**config.mk**
```make
export PLATFORM = sky130hd
export DESIGN_NAME = rld_apb_regs
export DESIGN_NICKNAME = d
export VERILOG_FILES = /design/src/design/rld_pkg.sv /design/src/design/rld_apb_regs.sv
export SDC_FILE = /design/constraint.sdc
export NUM_CORES = 1
export LEC_CHECK = 0
export BUFFER_PORTS_ARGS = -buffer_cell sky130_fd_sc_hd__buf_4
export CAP_MARGIN = 20
export CORE_ASPECT_RATIO = 0.75
export CORE_MARGIN = 5
export CORE_UTILIZATION = 56
export CTS_BUF_LIST = sky130_fd_sc_hd__clkbuf_8
export CTS_CLUSTER_SIZE = 10
export DETAILED_ROUTE_END_ITERATION = 6
export GPL_TIMING_DRIVEN = 0
export MAX_ROUTING_LAYER = met4
export PLACE_DENSITY = 0.88
export SLEW_MARGIN = 20
export SYNTH_ARGS = -nofsm -noshare
export SYNTH_HDL_FRONTEND = slang
export SYNTH_SLANG_ARGS = --single-unit
```
**constraint.sdc**
```tcl
create_clock -name clk -period 1.77 [get_ports clk]
set_input_delay 0 -clock clk [delete_from_list [all_inputs] [get_ports clk]]
set_output_delay 0 -clock clk [all_outputs]
set_load 0.01 [all_outputs]
```
**src/design/rld_pkg.sv**
```systemverilog
`timescale 1ns / 1ps
// ----------------------------------------------------------------------------
// rld_pkg
// Shared widths, register map and types for the radial lens distortion remap.
// ----------------------------------------------------------------------------
package rld_pkg;

    localparam int MAX_DIM   = 2048;
    localparam int COL_W     = 11;
    localparam int OUT_W     = 21;
    localparam int COEF_W    = 16;
    localparam int DIM_W     = 12;
    localparam int IHD_W     = 24;
    localparam int IHD_HALF  = 12;
    localparam int E_W       = 13;
    localparam int SQ_W      = 24;
    localparam int SUM_W     = 25;
    localparam int RAD_W     = 42;
    localparam int ROOT_W    = 21;
    localparam int REM_W     = 25;
    localparam int SQ_STAGES = 7;
    localparam int SQ_STEPS  = 3;
    localparam int RS_W      = 15;
    localparam int P1_W      = 20;
    localparam int P2_W      = 23;
    localparam int P3_W      = 26;
    localparam int ADDR_W    = 5;
    localparam int DATA_W    = 32;
    localparam int N_STAGES  = 20;
    localparam int SQ_FIRST  = 3;
    localparam int POLY_FIRST = SQ_FIRST + SQ_STAGES;
    localparam int POLY_STAGES = N_STAGES - POLY_FIRST;

    typedef enum logic [2:0] {
        REG_CUBIC,
        REG_SQUARE,
        REG_LINEAR,
        REG_CONST,
        REG_WIDTH,
        REG_HEIGHT,
        REG_IHD
    } reg_idx_t;

    typedef struct packed {
        logic [COEF_W-1:0] coef_cubic;
        logic [COEF_W-1:0] coef_square;
        logic [COEF_W-1:0] coef_linear;
        logic [COEF_W-1:0] coef_const;
        logic [DIM_W-1:0]  image_width;
        logic [DIM_W-1:0]  image_height;
        logic [IHD_W-1:0]  inv_half_diag;
    } cfg_t;

    typedef struct packed {
        logic [DIM_W-1:0] w;
        logic [DIM_W-1:0] h;
    } dims_t;

    typedef struct packed {
        logic signed [E_W-1:0] ex;
        logic signed [E_W-1:0] ey;
    } tag_t;

endpackage

```
**src/design/rld_apb_regs.sv**
```systemverilog
`timescale 1ns / 1ps
// ----------------------------------------------------------------------------
// rld_apb_regs
// APB register file holding the polynomial coefficients, image size and
// reciprocal half diagonal.
// ----------------------------------------------------------------------------
module rld_apb_regs
(
    input  logic                        clk,
    input  logic                        rst_n,
    input  logic                        psel,
    input  logic                        penable,
    input  logic                        pwrite,
    input  logic [rld_pkg::ADDR_W-1:0]  paddr,
    input  logic [rld_pkg::DATA_W-1:0]  pwdata,
    output logic [rld_pkg::DATA_W-1:0]  prdata,
    output logic                        pready,
    output rld_pkg::cfg_t               cfg
);
    import rld_pkg::*;

    cfg_t     cfg_reg;
    cfg_t     cfg_next;
    reg_idx_t idx;
    logic     wr_en;

    assign pready = 1'b1;
    assign idx    = reg_idx_t'(paddr[ADDR_W-1:2]);
    assign wr_en  = psel && penable && pwrite;
    assign cfg    = cfg_reg;

    always_comb
    begin
        cfg_next = cfg_reg;
        if (wr_en)
        begin
            unique case (idx)
                REG_CUBIC:  cfg_next.coef_cubic    = pwdata[COEF_W-1:0];
                REG_SQUARE: cfg_next.coef_square   = pwdata[COEF_W-1:0];
                REG_LINEAR: cfg_next.coef_linear   = pwdata[COEF_W-1:0];
                REG_CONST:  cfg_next.coef_const    = pwdata[COEF_W-1:0];
                REG_WIDTH:  cfg_next.image_width   = pwdata[DIM_W-1:0];
                REG_HEIGHT: cfg_next.image_height  = pwdata[DIM_W-1:0];
                REG_IHD:    cfg_next.inv_half_diag = pwdata[IHD_W-1:0];
                default:    cfg_next = cfg_reg;
            endcase
        end
    end

    always_comb
    begin
        unique case (idx)
            REG_CUBIC:  prdata = {{(DATA_W-COEF_W){1'b0}}, cfg_reg.coef_cubic};
            REG_SQUARE: prdata = {{(DATA_W-COEF_W){1'b0}}, cfg_reg.coef_square};
            REG_LINEAR: prdata = {{(DATA_W-COEF_W){1'b0}}, cfg_reg.coef_linear};
            REG_CONST:  prdata = {{(DATA_W-COEF_W){1'b0}}, cfg_reg.coef_const};
            REG_WIDTH:  prdata = {{(DATA_W-DIM_W){1'b0}}, cfg_reg.image_width};
            REG_HEIGHT: prdata = {{(DATA_W-DIM_W){1'b0}}, cfg_reg.image_height};
            REG_IHD:    prdata = {{(DATA_W-IHD_W){1'b0}}, cfg_reg.inv_half_diag};
            default:    prdata = '0;
        endcase
    end

    always_ff @(posedge clk or negedge rst_n)
    begin
        if (!rst_n)
        begin
            cfg_reg.coef_cubic    <= '0;
            cfg_reg.coef_square   <= '0;
            cfg_reg.coef_linear   <= '0;
            cfg_reg.coef_const    <= 16'd4096;
            cfg_reg.image_width   <= 12'd2048;
            cfg_reg.image_height  <= 12'd2048;
            cfg_reg.inv_half_diag <= 24'd2896;
        end
        else
        begin
            cfg_reg <= cfg_next;
        end
    end

endmodule

```
# Word level (Yosys, flattened, before mapping)
# Cells that the tools add are included.
dict set report word_totals {
  out_inout_bits 145
  reg_bits 112
  word_cells 24
}
dict set report classes {
  n_reduce_logical 10
  mux 1
  n_eq_ne 6
}
# operator count
set op_table {}
lappend op_table {{24-bit case mux with 7 select lines} 1}
lappend op_table {{2-bit AND reduction} 7}
lappend op_table {{3-bit == test (second input constant)} 3}
lappend op_table {{3-bit by 2-bit == test with 1-bit output (second input constant)} 2}
lappend op_table {{3-bit by 1-bit == test with 1-bit output (second input constant)} 1}
lappend op_table {{3-bit logical NOT} 1}
lappend op_table {{1-bit logical AND} 2}

# Depth between registers and ports, before layout
dict set report depth {
  word_depth 3
  depth_mapped 6
}

# Worst setup path before layout
# Ideal clock, no wire load.
dict set report synth_timing {
  path_type {input -> register}
  startpoint {in paddr[2] (netlist bit)}
  endpoint {reg cfg_reg, in the netlist cfg[102]}
  n_path_buf 3
  setup_slack_ns 0.447
  cell_stages 6
  t_arrival_ns 1.198
  path_cell_list {buf_6 -> nand4b_4 -> or3_1 -> buf_6 -> buf_8 -> mux2_4}
}
dict set report synth_via {
  elab_chain_cells 2
}
# item line
set synth_lines {}
lappend synth_lines {{from (decl)} rld_apb_regs.sv:14} ;# input logic [rld_pkg::ADDR_W-1:0] paddr,
lappend synth_lines {{3-bit logical NOT} rld_apb_regs.sv:37} ;# unique case (idx)
lappend synth_lines {{2-bit AND reduction (no source line)} --}
lappend synth_lines {{to (signal assigned)} rld_apb_regs.sv:78} ;# cfg_reg <= cfg_next;
lappend synth_lines {{to (decl)} rld_apb_regs.sv:22} ;# cfg_t cfg_reg;
# No other way between the ends.
# A chain may end at the register's enable or synchronous reset.

# Worst setup path after layout
dict set report layout_timing {
  startpoint {in paddr[4] (netlist bit)}
  endpoint {out prdata[6] (netlist bit)}
}
dict set report layout_via {
  elab_chain_cells 2
}
# item line
set layout_lines {}
lappend layout_lines {{3-bit == test, or another cell as far along} rld_apb_regs.sv:52} ;# unique case (idx)
lappend layout_lines {{24-bit case mux with 7 select lines *} rld_apb_regs.sv:52}
lappend layout_lines {{to (decl)} rld_apb_regs.sv:16} ;# output logic [rld_pkg::DATA_W-1:0] prdata,
# Mark *: on every way between the ends. The rest lies on a longest branch, timed or not.

==> metrics.cfg <==
[sta]
finalSetupViolCount = 0
finalHoldViolCount = 0
slew_headroom = 0.4098
finalClockSkew_ns = 0
tightest_slew_ns = 0.8853
final_max_slew_viol_count = 0
grt_setup_unrepaired = yes
hold_ws_ns = 0.1216
max_clock_freq_ghz = 0.6011
min_period_over_period = 0.9399
finalCriticalPeriod_ns = 1.664

[grt]
grt-ovfl-total = 0
grt_antenna_before_repair = 0
grt_pass1_vias = 4253
grt_first_pass_wirelength_um = 24270
grt_start_max_net_pins = 113
track_usage = 0.2886

[layout]
antennaDiodeCount = 0
n_fill_cell = 605
regArea_um2 = 2813
final_cells = 720
mostFrequentLayoutCells = 177 x buf_4, 125 x mux2_2, 104 x dfrtp_1
flow.area_growth_from_synthesis_pct = 35.37
drive_gt1_frac = 0.6014
multi_input_area_um2 = 2308
layout_commonest_cell = buf_4
fin_nets = 629
largest_register_ffs = 112

[routing]
post_drt_wl_per_cell_um = 21.94
post-route-drc-count = 0
antenna_left = 0
wl_um = 15800
avgViaCountPerCell = 5.644
drtIter0Drc = 304
num_vias = 4064
dr.pass1.iters = 4

[place]
placed_cells = 679
port_buffers = 166
gp_congestion = 0.8468
place.detailed.hpwl_um = 11010

[pwr]
p_switching_mw = 2.253
leakagePower_nw = 3.619
clockPowerShare = 0.197
switching_share = 0.3076
ir_worst_vdd_mv = 0.8113
powerDensity_nw_per_um2 = 1020
pwr-share-seq = 0.479
p_int_mw = 5.072
power_mw = 7.326
power_frac_comb = 0.324

[synthesis]
synth.yosys.seq_area_share = 0.5301
ys.flop_type = dfrtp_1
syn_avg_cell_area_um2 = 14.04
yosysTopAreaCell = dfrtp_1
synth_cells = 378
synth_edf_count = 0
post-synth-top-area-fraction = 0.4905
yosys-top-cells-area = dfrtp_1 49%, mux2_2 27%, dfstp_2 4.0%
synth_area_um2 = 5306
yosysWarnings = 0
ys_types = 35
ys_ff_latch = 112
ys_async_sr_fraction = 1.000

[min_path]
hold_depth = 3
hold_class = input pin to flip-flop

[die]
core_um2 = 9159
die_w_um = 122.4
die_area_um2 = 11540
die_h_um = 94.30
io_pins = 187
start_util = 0.5794
fp-row-count = 30

[clock_network]
clockRootBuffer = clkbuf_8
postCtsSetupRepairBufs = 0
cts_inserted_buffers = 9
path_clk_slew_ns = 0.10
max-clock-path-buffers = 2
htree_levels = 3
clk_latency_ns = 0.37
cts_num_sinks = 112
cts_tree = done

[worst_setup_path]
critPathLaunchType = input pin
endpoint_kind = output pin
worstPathRequired_ns = 1.77
path_class = input pin to output pin
path_max_fanout = 10
r2r_cells = 1
cp.arrival_ns = 1.66

[run]
maxCapViolations = 0

[outcome]
status = finished clean

critical path: stages:
cell and delay (ns):
buf_4 0.10, buf_2 0.24, clkbuf_1 0.45, nor2_1 0.25
a221oi_1 0.42, buf_4 0.19
path summary, 6_finish.rpt:
| path | slack [ns] | startpoint | endpoint |
|---|---|---|---|
| worst max register to register | 0.94 | cfg[67] | cfg[67] |
| max in group asynchronous | 0.87 | rst_n | cfg[85] |
| worst min-delay path | 0.12 | paddr[3] | cfg[82] |
| min in group asynchronous | 0.29 | rst_n | cfg[61] |
| worst min register to register | 0.54 | cfg[85] | cfg[85] |
| worst max-delay path | 0.11 | paddr[4] | prdata[6] |
power by group through the flow:
stage | Sequential [mW] | Clock (mW) | Combinational, mW
floorplan | 3.69 | 0 | 0.869
finish | 3.51 | 1.44 | 2.38
detailed placement | 3.55 | 0 | 2.34
global placement | 3.50 | 0 | 2.28
global route | 3.57 | 1.57 | 2.55
CTS | 3.50 | 1.47 | 2.39
metal layers:
metal,part of all wire,track usage,up-vias
met5,0,-,-
met4,0.010,0.07083,0
met3,0.088,0.07887,17
met2,0.48,0.4568,177
met1,0.42,0.3724,2069
li1,-,-,1801
Yosys cell counts, types with 3 or more instances:
library cell / instances
a21oi_1: 9
a221oi_1: 12
and3_1: 14
buf_2: 10
buf_4: 12
clkbuf_1: 6
dfrtp_1: 104
dfstp_2: 8
mux2_2: 125
mux2_4: 10
mux2i_1: 20
nand2_1: 6
nor2_1: 6
nor2b_1: 3
o221ai_1: 6
timing repair:
action | in CTS | in global routing
setup endpoints to repair | 0 | 2
hold buffers | 25 | 0
hold endpoints to repair | 216 | 0
resized for setup | 0 | 4
cells by family (layout without fill, tap and decap cells):
group	after synthesis	after routing	share of synthesized area
muxes	156	156	0.3334
DFF	112	112	0.5301
and+or+nand+nor	41	41	0.04834
buffers and inverters	34	241	0.03985
AOI/OAI and AO/OA	33	33	0.04692
other	2	9	0.001415
layout make-up:
class	instances	share of cell area
Buffer	32	0.02874
Clock buffer	12	0.02299
Clock inverter	4	0.002787
Inverter	2	0.001045
Multi-Input combinational cell	239	0.3214
Sequential cell	112	0.3916
Tap cell	128	0.02230
Timing Repair Buffer	191	0.2092
metrics by stage:
step | instance area (um^2) | setup TNS [ns] | setup slack (ns) | utilization
2_1_floorplan | 5333 | 0 | 0.4469 | -
3_3_place_gp | 6739 | -2.077 | -0.09247 | 0.7358
3_5_place_dp | 6743 | -3.009 | -0.1219 | 0.7362
4_1_cts | 7178 | 0 | 0.09408 | 0.7837
5_1_grt | 7183 | -0.006275 | -0.006275 | 0.7843
6_report | 7183 | 0 | 0.1064 | 0.7843
Power figures use the tool's default switching activity.
