`src/design/rld_pkg.sv`:
```
`timescale 1ns / 1ps
// ----------------------------------------------------------------------------
// rld_pkg
// Shared widths, register map and types for the radial lens distortion remap.
// ----------------------------------------------------------------------------
package rld_pkg;

    localparam int MAX_DIM   = 2048;
    localparam int COL_W     = 11;
    localparam int OUT_W     = 21;
    localparam int COEF_W    = 16;
    localparam int DIM_W     = 12;
    localparam int IHD_W     = 24;
    localparam int IHD_HALF  = 12;
    localparam int E_W       = 13;
    localparam int SQ_W      = 24;
    localparam int SUM_W     = 25;
    localparam int RAD_W     = 42;
    localparam int ROOT_W    = 21;
    localparam int REM_W     = 25;
    localparam int SQ_STAGES = 7;
    localparam int SQ_STEPS  = 3;
    localparam int RS_W      = 15;
    localparam int P1_W      = 20;
    localparam int P2_W      = 23;
    localparam int P3_W      = 26;
    localparam int ADDR_W    = 5;
    localparam int DATA_W    = 32;
    localparam int N_STAGES  = 20;
    localparam int SQ_FIRST  = 3;
    localparam int POLY_FIRST = SQ_FIRST + SQ_STAGES;
    localparam int POLY_STAGES = N_STAGES - POLY_FIRST;

    typedef enum logic [2:0] {
        REG_CUBIC,
        REG_SQUARE,
        REG_LINEAR,
        REG_CONST,
        REG_WIDTH,
        REG_HEIGHT,
        REG_IHD
    } reg_idx_t;

    typedef struct packed {
        logic [COEF_W-1:0] coef_cubic;
        logic [COEF_W-1:0] coef_square;
        logic [COEF_W-1:0] coef_linear;
        logic [COEF_W-1:0] coef_const;
        logic [DIM_W-1:0]  image_width;
        logic [DIM_W-1:0]  image_height;
        logic [IHD_W-1:0]  inv_half_diag;
    } cfg_t;

    typedef struct packed {
        logic [DIM_W-1:0] w;
        logic [DIM_W-1:0] h;
    } dims_t;

    typedef struct packed {
        logic signed [E_W-1:0] ex;
        logic signed [E_W-1:0] ey;
    } tag_t;

endpackage

```
`src/design/rld_sqrt_pipe.sv`:
```
`timescale 1ns / 1ps
// ----------------------------------------------------------------------------
// rld_sqrt_pipe
// Pipelined digit-by-digit integer square root, three root bits per stage,
// with the pixel offsets carried alongside.
// ----------------------------------------------------------------------------
module rld_sqrt_pipe
(
    input  logic                                clk,
    input  logic [rld_pkg::SQ_STAGES-1:0]       en,
    input  logic [rld_pkg::RAD_W-1:0]           rad_in,
    input  rld_pkg::tag_t                       tag_in,
    output logic [rld_pkg::ROOT_W-1:0]          root,
    output rld_pkg::tag_t                       tag_out
);
    import rld_pkg::*;

    logic [REM_W-1:0]  rem_i    [SQ_STAGES];
    logic [ROOT_W-1:0] root_i   [SQ_STAGES];
    logic [RAD_W-1:0]  rad_i    [SQ_STAGES];
    tag_t              tag_i    [SQ_STAGES];
    logic [REM_W-1:0]  rem_reg  [SQ_STAGES];
    logic [ROOT_W-1:0] root_reg [SQ_STAGES];
    logic [RAD_W-1:0]  rad_reg  [SQ_STAGES];
    tag_t              tag_reg  [SQ_STAGES];
    logic [REM_W-1:0]  rem_next [SQ_STAGES];
    logic [ROOT_W-1:0] root_next[SQ_STAGES];
    logic [RAD_W-1:0]  rad_next [SQ_STAGES];

    for (genvar g = 0; g < SQ_STAGES; g++)
    begin : g_stage
        logic [REM_W-1:0]  r;
        logic [REM_W-1:0]  t;
        logic [ROOT_W-1:0] q;
        logic [RAD_W-1:0]  v;

        if (g == 0)
        begin : g_first
            assign rem_i[g]  = '0;
            assign root_i[g] = '0;
            assign rad_i[g]  = rad_in;
            assign tag_i[g]  = tag_in;
        end
        else
        begin : g_rest
            assign rem_i[g]  = rem_reg[g-1];
            assign root_i[g] = root_reg[g-1];
            assign rad_i[g]  = rad_reg[g-1];
            assign tag_i[g]  = tag_reg[g-1];
        end

        always_comb
        begin
            r = rem_i[g];
            q = root_i[g];
            v = rad_i[g];
            t = '0;
            for (int j = 0; j < SQ_STEPS; j++)
            begin
                // bring down the next two radicand bits, try root*4+1
                r = {r[REM_W-3:0], v[RAD_W-1 -: 2]};
                v = {v[RAD_W-3:0], 2'b00};
                t = {{(REM_W-ROOT_W-2){1'b0}}, q, 2'b01};
                if (r >= t)
                begin
                    r = r - t;
                    q = {q[ROOT_W-2:0], 1'b1};
                end
                else
                begin
                    q = {q[ROOT_W-2:0], 1'b0};
                end
            end
            rem_next[g]  = r;
            root_next[g] = q;
            rad_next[g]  = v;
        end

        always_ff @(posedge clk)
        begin
            if (en[g])
            begin
                rem_reg[g]  <= rem_next[g];
                root_reg[g] <= root_next[g];
                rad_reg[g]  <= rad_next[g];
                tag_reg[g]  <= tag_i[g];
            end
        end
    end

    assign root    = root_reg[SQ_STAGES-1];
    assign tag_out = tag_reg[SQ_STAGES-1];

endmodule

```
`config.mk`:
```
export PLATFORM = sky130hd
export DESIGN_NAME = rld_sqrt_pipe
export DESIGN_NICKNAME = d
export VERILOG_FILES = /design/src/design/rld_pkg.sv /design/src/design/rld_sqrt_pipe.sv
export SDC_FILE = /design/constraint.sdc
export NUM_CORES = 1
export LEC_CHECK = 0
export BUFFER_PORTS_ARGS = -buffer_cell sky130_fd_sc_hd__buf_2
export CORE_ASPECT_RATIO = 0.8
export CORE_MARGIN = 5
export CORE_UTILIZATION = 40
export CTS_BUF_LIST = sky130_fd_sc_hd__clkbuf_4 sky130_fd_sc_hd__clkbuf_8
export CTS_CLUSTER_DIAMETER = 60
export DETAILED_ROUTE_END_ITERATION = 10
export RECOVER_POWER = 100
export SLEW_MARGIN = 15
export SYNTH_ARGS = -nofsm -noshare
export SYNTH_HDL_FRONTEND = slang
export SYNTH_SLANG_ARGS = --single-unit
```
`constraint.sdc`:
```
create_clock -name clk -period 11.01 [get_ports clk]
set_input_delay 2.202 -clock clk [delete_from_list [all_inputs] [get_ports clk]]
set_output_delay 2.202 -clock clk [all_outputs]
set_load 0.03 [all_outputs]
```
After elaboration in Yosys (flattened, before gate mapping)
Memories as Yosys holds them, arrays and structs flattened.
Index checks and enable logic that the tools add are counted.
- $add $sub $neg: 21
- $lt $le $gt $ge: 21
- muxes and demuxes: 56
- operator list (cell ; count):
    25-bit by 23-bit greater-or-equal comparator with 1-bit output ; 18
    23-bit two-way mux ; 14
    23-bit subtractor ; 12
    25-bit two-way mux ; 7
    25-bit by 23-bit subtractor with 25-bit output ; 6
    1-bit two-way mux ; 35
    25-bit by 3-bit greater-or-equal comparator with 1-bit output ; 1
    25-bit by 4-bit greater-or-equal comparator with 1-bit output ; 1
    25-bit by 4-bit subtractor with 25-bit output ; 1
    23-bit by 3-bit subtractor with 23-bit output ; 1
    2-bit by 1-bit subtractor with 3-bit output (second input constant) ; 1
    2-bit by 1-bit greater-or-equal comparator with 1-bit output (second input constant) ; 1
- register bits after elaboration: 0
- bits in writable memories: 756
- output and inout port bits: 47
- memories kept: 4
- memory list (name ; words ; width ; read ports ; clocked after memory_dff ; wr ports ; line ; source):
    rad_reg ; 7 ; 36 ; 6 ; 0 ; 7 ; rld_sqrt_pipe.sv:24 ; logic [RAD_W-1:0] rad_reg [SQ_STAGES];
    tag_reg ; 7 ; 26 ; 7 ; 0 ; 7 ; rld_sqrt_pipe.sv:25 ; tag_t tag_reg [SQ_STAGES];
    rem_reg ; 7 ; 25 ; 6 ; 0 ; 7 ; rld_sqrt_pipe.sv:22 ; logic [REM_W-1:0] rem_reg [SQ_STAGES];
    root_reg ; 7 ; 21 ; 7 ; 0 ; 7 ; rld_sqrt_pipe.sv:23 ; logic [ROOT_W-1:0] root_reg [SQ_STAGES];

Depth between registers and ports, before layout
An unclocked memory read counts as a cell.
- depth in word-level cells: 7
- gate-level depth with buffers: 42
- gate-level depth less buffers: 40

Worst setup path before layout
OpenSTA, ideal clock, no wires.
- path kind: flip-flop to flip-flop
- from: mem root_reg[4][12]
- to: mem rem_reg[5][14], data pin
- library setup time: 0.260 ns
- arrival: 7.840 ns
- required time: 10.750 ns
- slack: 2.911 ns
- stages on the path, launching flop included: 39
- buffers on the path: 6
- period minus slack after synthesis: 8.099 ns
- cells stage by stage: edfxtp_1 > inv_1 > ha_1 > a21o_1 > a21o_1 > a221o_1 > or2_2 > a21o_1 > clkbuf_1 > inv_1 > clkbuf_1 > a211oi_1 > a21o_1 > ha_1 > and3_1 > and3_1 > nand4_1 > a2111oi_0 > (+3 left out) > nand2_1 > clkbuf_1 > buf_1 > nor2_1 > a21oi_1 > ha_1 > a21oi_1 > nor2b_1 > o21ai_0 > nand2b_1 > a22o_1 > a31o_2 > nor4b_1 > o221ai_1 > and4_1 > clkbuf_1 > clkbuf_1 > mux2_2
- RTL lines (what ; line):
    start, declared ; rld_sqrt_pipe.sv:23
    end, declared ; rld_sqrt_pipe.sv:22

==> qor.csv <==
metric,value,unit
"Cell Area, Placed",36600,um^2
power density over cell area,241,nW/um^2
Worst Hold Endpoint,rad_reg[1][26],
type of the setup path with the least slack,flip-flop to flip-flop,
Yosys warning total,0,
xor/xnor cell area share of the yosys netlist,7.17,%
Max-cap violations,10,
horizontal die dimension,339,um
"critical path fanouts, max",18,
RSZ-0062 raised after global routing,no,
leakage component of the power,14.8,nW
PnR Total Power,9.25,mW
number of nets still failing antenna checks after routing,0,
clock root cell,sky130_fd_sc_hd__clkbuf_8,
clock transition at the registers of the reported paths,70,ps
global placement routability congestion,0.937,
die area,92700,um^2
number of design-rule violations left by the first detailed-router iteration,2650,
number of flops mapped to enable cells by yosys,530,
largest incremental delay on the critical path,620,ps
number of top-level pins,123,
violations in the final reports,"max-capacitance violations, max-slew violations",
GR Layer Usage met1,30.5,%
number of detailed-routing iterations run before antenna repair,6,
worst vdd rail ir drop,0.000111,V
Die H,273,um
via count of the first global-routing pass,24600,
path type of the worst min-delay path,flip-flop to flip-flop,
register area share after synthesis,45.9,%
clock sink count,530,
Port Buf Inserts,122,
Post-CTS Setup Inserts,0,
FF-to-FF Start,root_reg[3][10],
buffer levels on the longest clock path,3,
Residual DRC,0,
Adder-Cell Fraction of Synth Area,9.06,%
commonest register cell after synthesis,sky130_fd_sc_hd__edfxtp_1,
portion of the clock cycle consumed by the worst path in the final layout,89.7,%
final standard cell count with taps included and fillers excluded,4750,
Setup crit end kind,flip-flop,
Total Nets Final,3882,
async set-reset flop share out of synthesis,0,%
via/cell ratio,5.66,
post-layout utilization of the core,44.7,%
number of cell rows,96,
Avg Inst Size Synth,10.2,um^2
master of the slowest instance on the critical path,sky130_fd_sc_hd__nand2_1,
antenna violations before repair,3,
Resize count post-CTS,0,
hold path cells,0,
Inst Count DP,4590,
initial standard-cell utilization of the core,40.4,%
leading cell types by total area after synthesis,"sky130_fd_sc_hd__edfxtp_1, sky130_fd_sc_hd__ha_1, sky130_fd_sc_hd__xnor2_1",
timing-limited maximum frequency,0.101,GHz
worst reg2reg path endpoint,rem_reg[4][13],
Detailed Place HPWL,71700,um
depth of the worst register-to-register path,31,
Crit path required time,11460,ps
CTS tree,yes,
post-synthesis sequential element count,530,
number of slew-limit violations in the final report,482,
Num CTS Buffers,90,
worst setup slack before clock tree synthesis,1430,ps
hold violation count in the final report,0,
fraction of final layout cells with drive strength greater than 1,8.34,%
Worst Slack Setup Final,1130,ps
hold path startpoint,rad_reg[0][20],
kind of cell with the highest combined delay on the critical path,simple AND/OR/NAND/NOR gates,
portion of netlist area occupied by mux cells,1.73,%
worst-case clock skew,41.2,ps
post-synth top area share,45.9,%
Core ar.,85900,um^2
critical path launch point type,flip-flop,
worst max-slew margin expressed relative to the limit,-137,%
share of the synthesized area in compound gates (AO/OA/AOI/OAI),17.0,%
GR peak layer,met1,
area share of and/or/nand/nor cells after synthesis,16.1,%
latest clock arrival within the worst-skew pair,710,ps
CTS HTree Levels,3,
total standard cell area after synthesis,34700,um^2
pin slew with the least headroom to its limit,3560,ps
"logic depth of the worst path, buffers included",31,
buffer and inverter count on the worst path,6,
Area Overhead vs Synth,10.7,%
routed wire length,93000,um
"Hold-fix buffers, CTS",0,
per-cell routed wire length,19.6,um
wire length of the first global-routing pass,143000,um
largest family of logic cells by synthesized area,compound AO/OA/AOI/OAI gates,
Congestion Overflow GR,0,
run status,"complete, but fails checks",
cell count after synthesis,3383,
data arrival time of the critical path,10330,ps
Vias,26900,
largest net degree at the start of global routing,63,
Post-Route Setup TNS,0,ps
global-route usage over all layers,19.4,%
met2 capacity usage during global routing,27.9,%
flip-flop count of the largest register after layout,182,
number of setup violations in the final report,0,
setup slack on the worst flop-to-flop path,1130,ps
count of distinct cell types in the synthesized netlist,101,
Layout Cell Area excl Fill,38400,um^2
met3 layer usage reported by global route,3.33,%
Synth area leader,sky130_fd_sc_hd__edfxtp_1,
clock period minus final worst setup slack,9880,ps
Final Hold Slack,402,ps
Critical Path Most Common Cell,sky130_fd_sc_hd__inv_1,
[layer usage]
| layer | vias up | part of all wire [%] |
|---|---|---|
| met2 | 876 | 41 |
| li1 | 13100 | - |
| met4 | 0 | 1.8 |
| met3 | 109 | 7.1 |
| met1 | 12800 | 50 |
| met5 | - | 0 |
[cell type report]
class | instances | area, um^2
fillers | 8141 | 47500
multi-input cells | 2583 | 17700
flip-flops and latches | 530 | 15900
clock buffers | 114 | 1420
well taps | 1127 | 1410
inverters | 201 | 759
repair buffers | 149 | 684
clock inverters | 45 | 500
diodes | 1 | 2.50
[where the power goes]
group | switching (mW) | leakage (nW) | internal (mW)
clock | 0.832 | 0.985 | 1.05
sequential | 0.214 | 5.11 | 2.65
combinational | 2.69 | 8.67 | 1.81
[synth_stat cells, types with 29 or more instances]
master                     count
sky130_fd_sc_hd__edfxtp_1    530
sky130_fd_sc_hd__nand2b_1     34
sky130_fd_sc_hd__nor4_1       40
sky130_fd_sc_hd__o21ai_0     200
sky130_fd_sc_hd__clkbuf_1     43
sky130_fd_sc_hd__or3_1        34
sky130_fd_sc_hd__inv_1       195
sky130_fd_sc_hd__o31ai_1      47
sky130_fd_sc_hd__o21a_1       47
sky130_fd_sc_hd__nor2_1      254
sky130_fd_sc_hd__mux2_2       30
sky130_fd_sc_hd__nand3_1      63
sky130_fd_sc_hd__nand2_1     273
sky130_fd_sc_hd__xor2_1       91
sky130_fd_sc_hd__a21o_1       91
sky130_fd_sc_hd__a21oi_1     261
sky130_fd_sc_hd__a211oi_1     29
sky130_fd_sc_hd__xnor2_1     191
sky130_fd_sc_hd__nand4_1      48
sky130_fd_sc_hd__nor2b_1      39
sky130_fd_sc_hd__and3_1       31
sky130_fd_sc_hd__nor3_1       84
sky130_fd_sc_hd__ha_1        251
[cells by family (layout without fill, tap and decap cells)]
| family | after synthesis | after routing |
|---|---|---|
| compound gates | 914 | 914 |
| simple gates | 1076 | 1076 |
| mux | 56 | 56 |
| other cells | 1 | 4 |
| xor+xnor | 283 | 283 |
| flops | 530 | 530 |
| fa+ha+maj | 251 | 251 |
| buf+inv | 272 | 509 |
[worst max path at each step]
stage	from	to	slack (ps)
final	root_reg[3][10]	rem_reg[4][13]	1130
after global routing	root_reg[3][11]	rem_reg[4][13]	320
after CTS	rem_reg[2][11]	rem_reg[3][17]	1380
after detailed placement	rem_reg[2][11]	rem_reg[3][17]	1430
after global placement	rem_reg[2][11]	rem_reg[3][17]	1520
after floorplan	root_reg[4][12]	rem_reg[5][14]	2910
[cell usage in the layout (no fill, tap or decap), drive strengths merged, types with 70 or more instances in the layout]
cell type and n:
a21o 91, a21oi 261, buf 70, clkbuf 193, edfxtp 530, ha 251
inv 205, nand2 273, nor2 255, nor3 88, o21ai 207, xnor2 192
xor2 91
No activity file was read; power rests on OpenSTA's default activity.
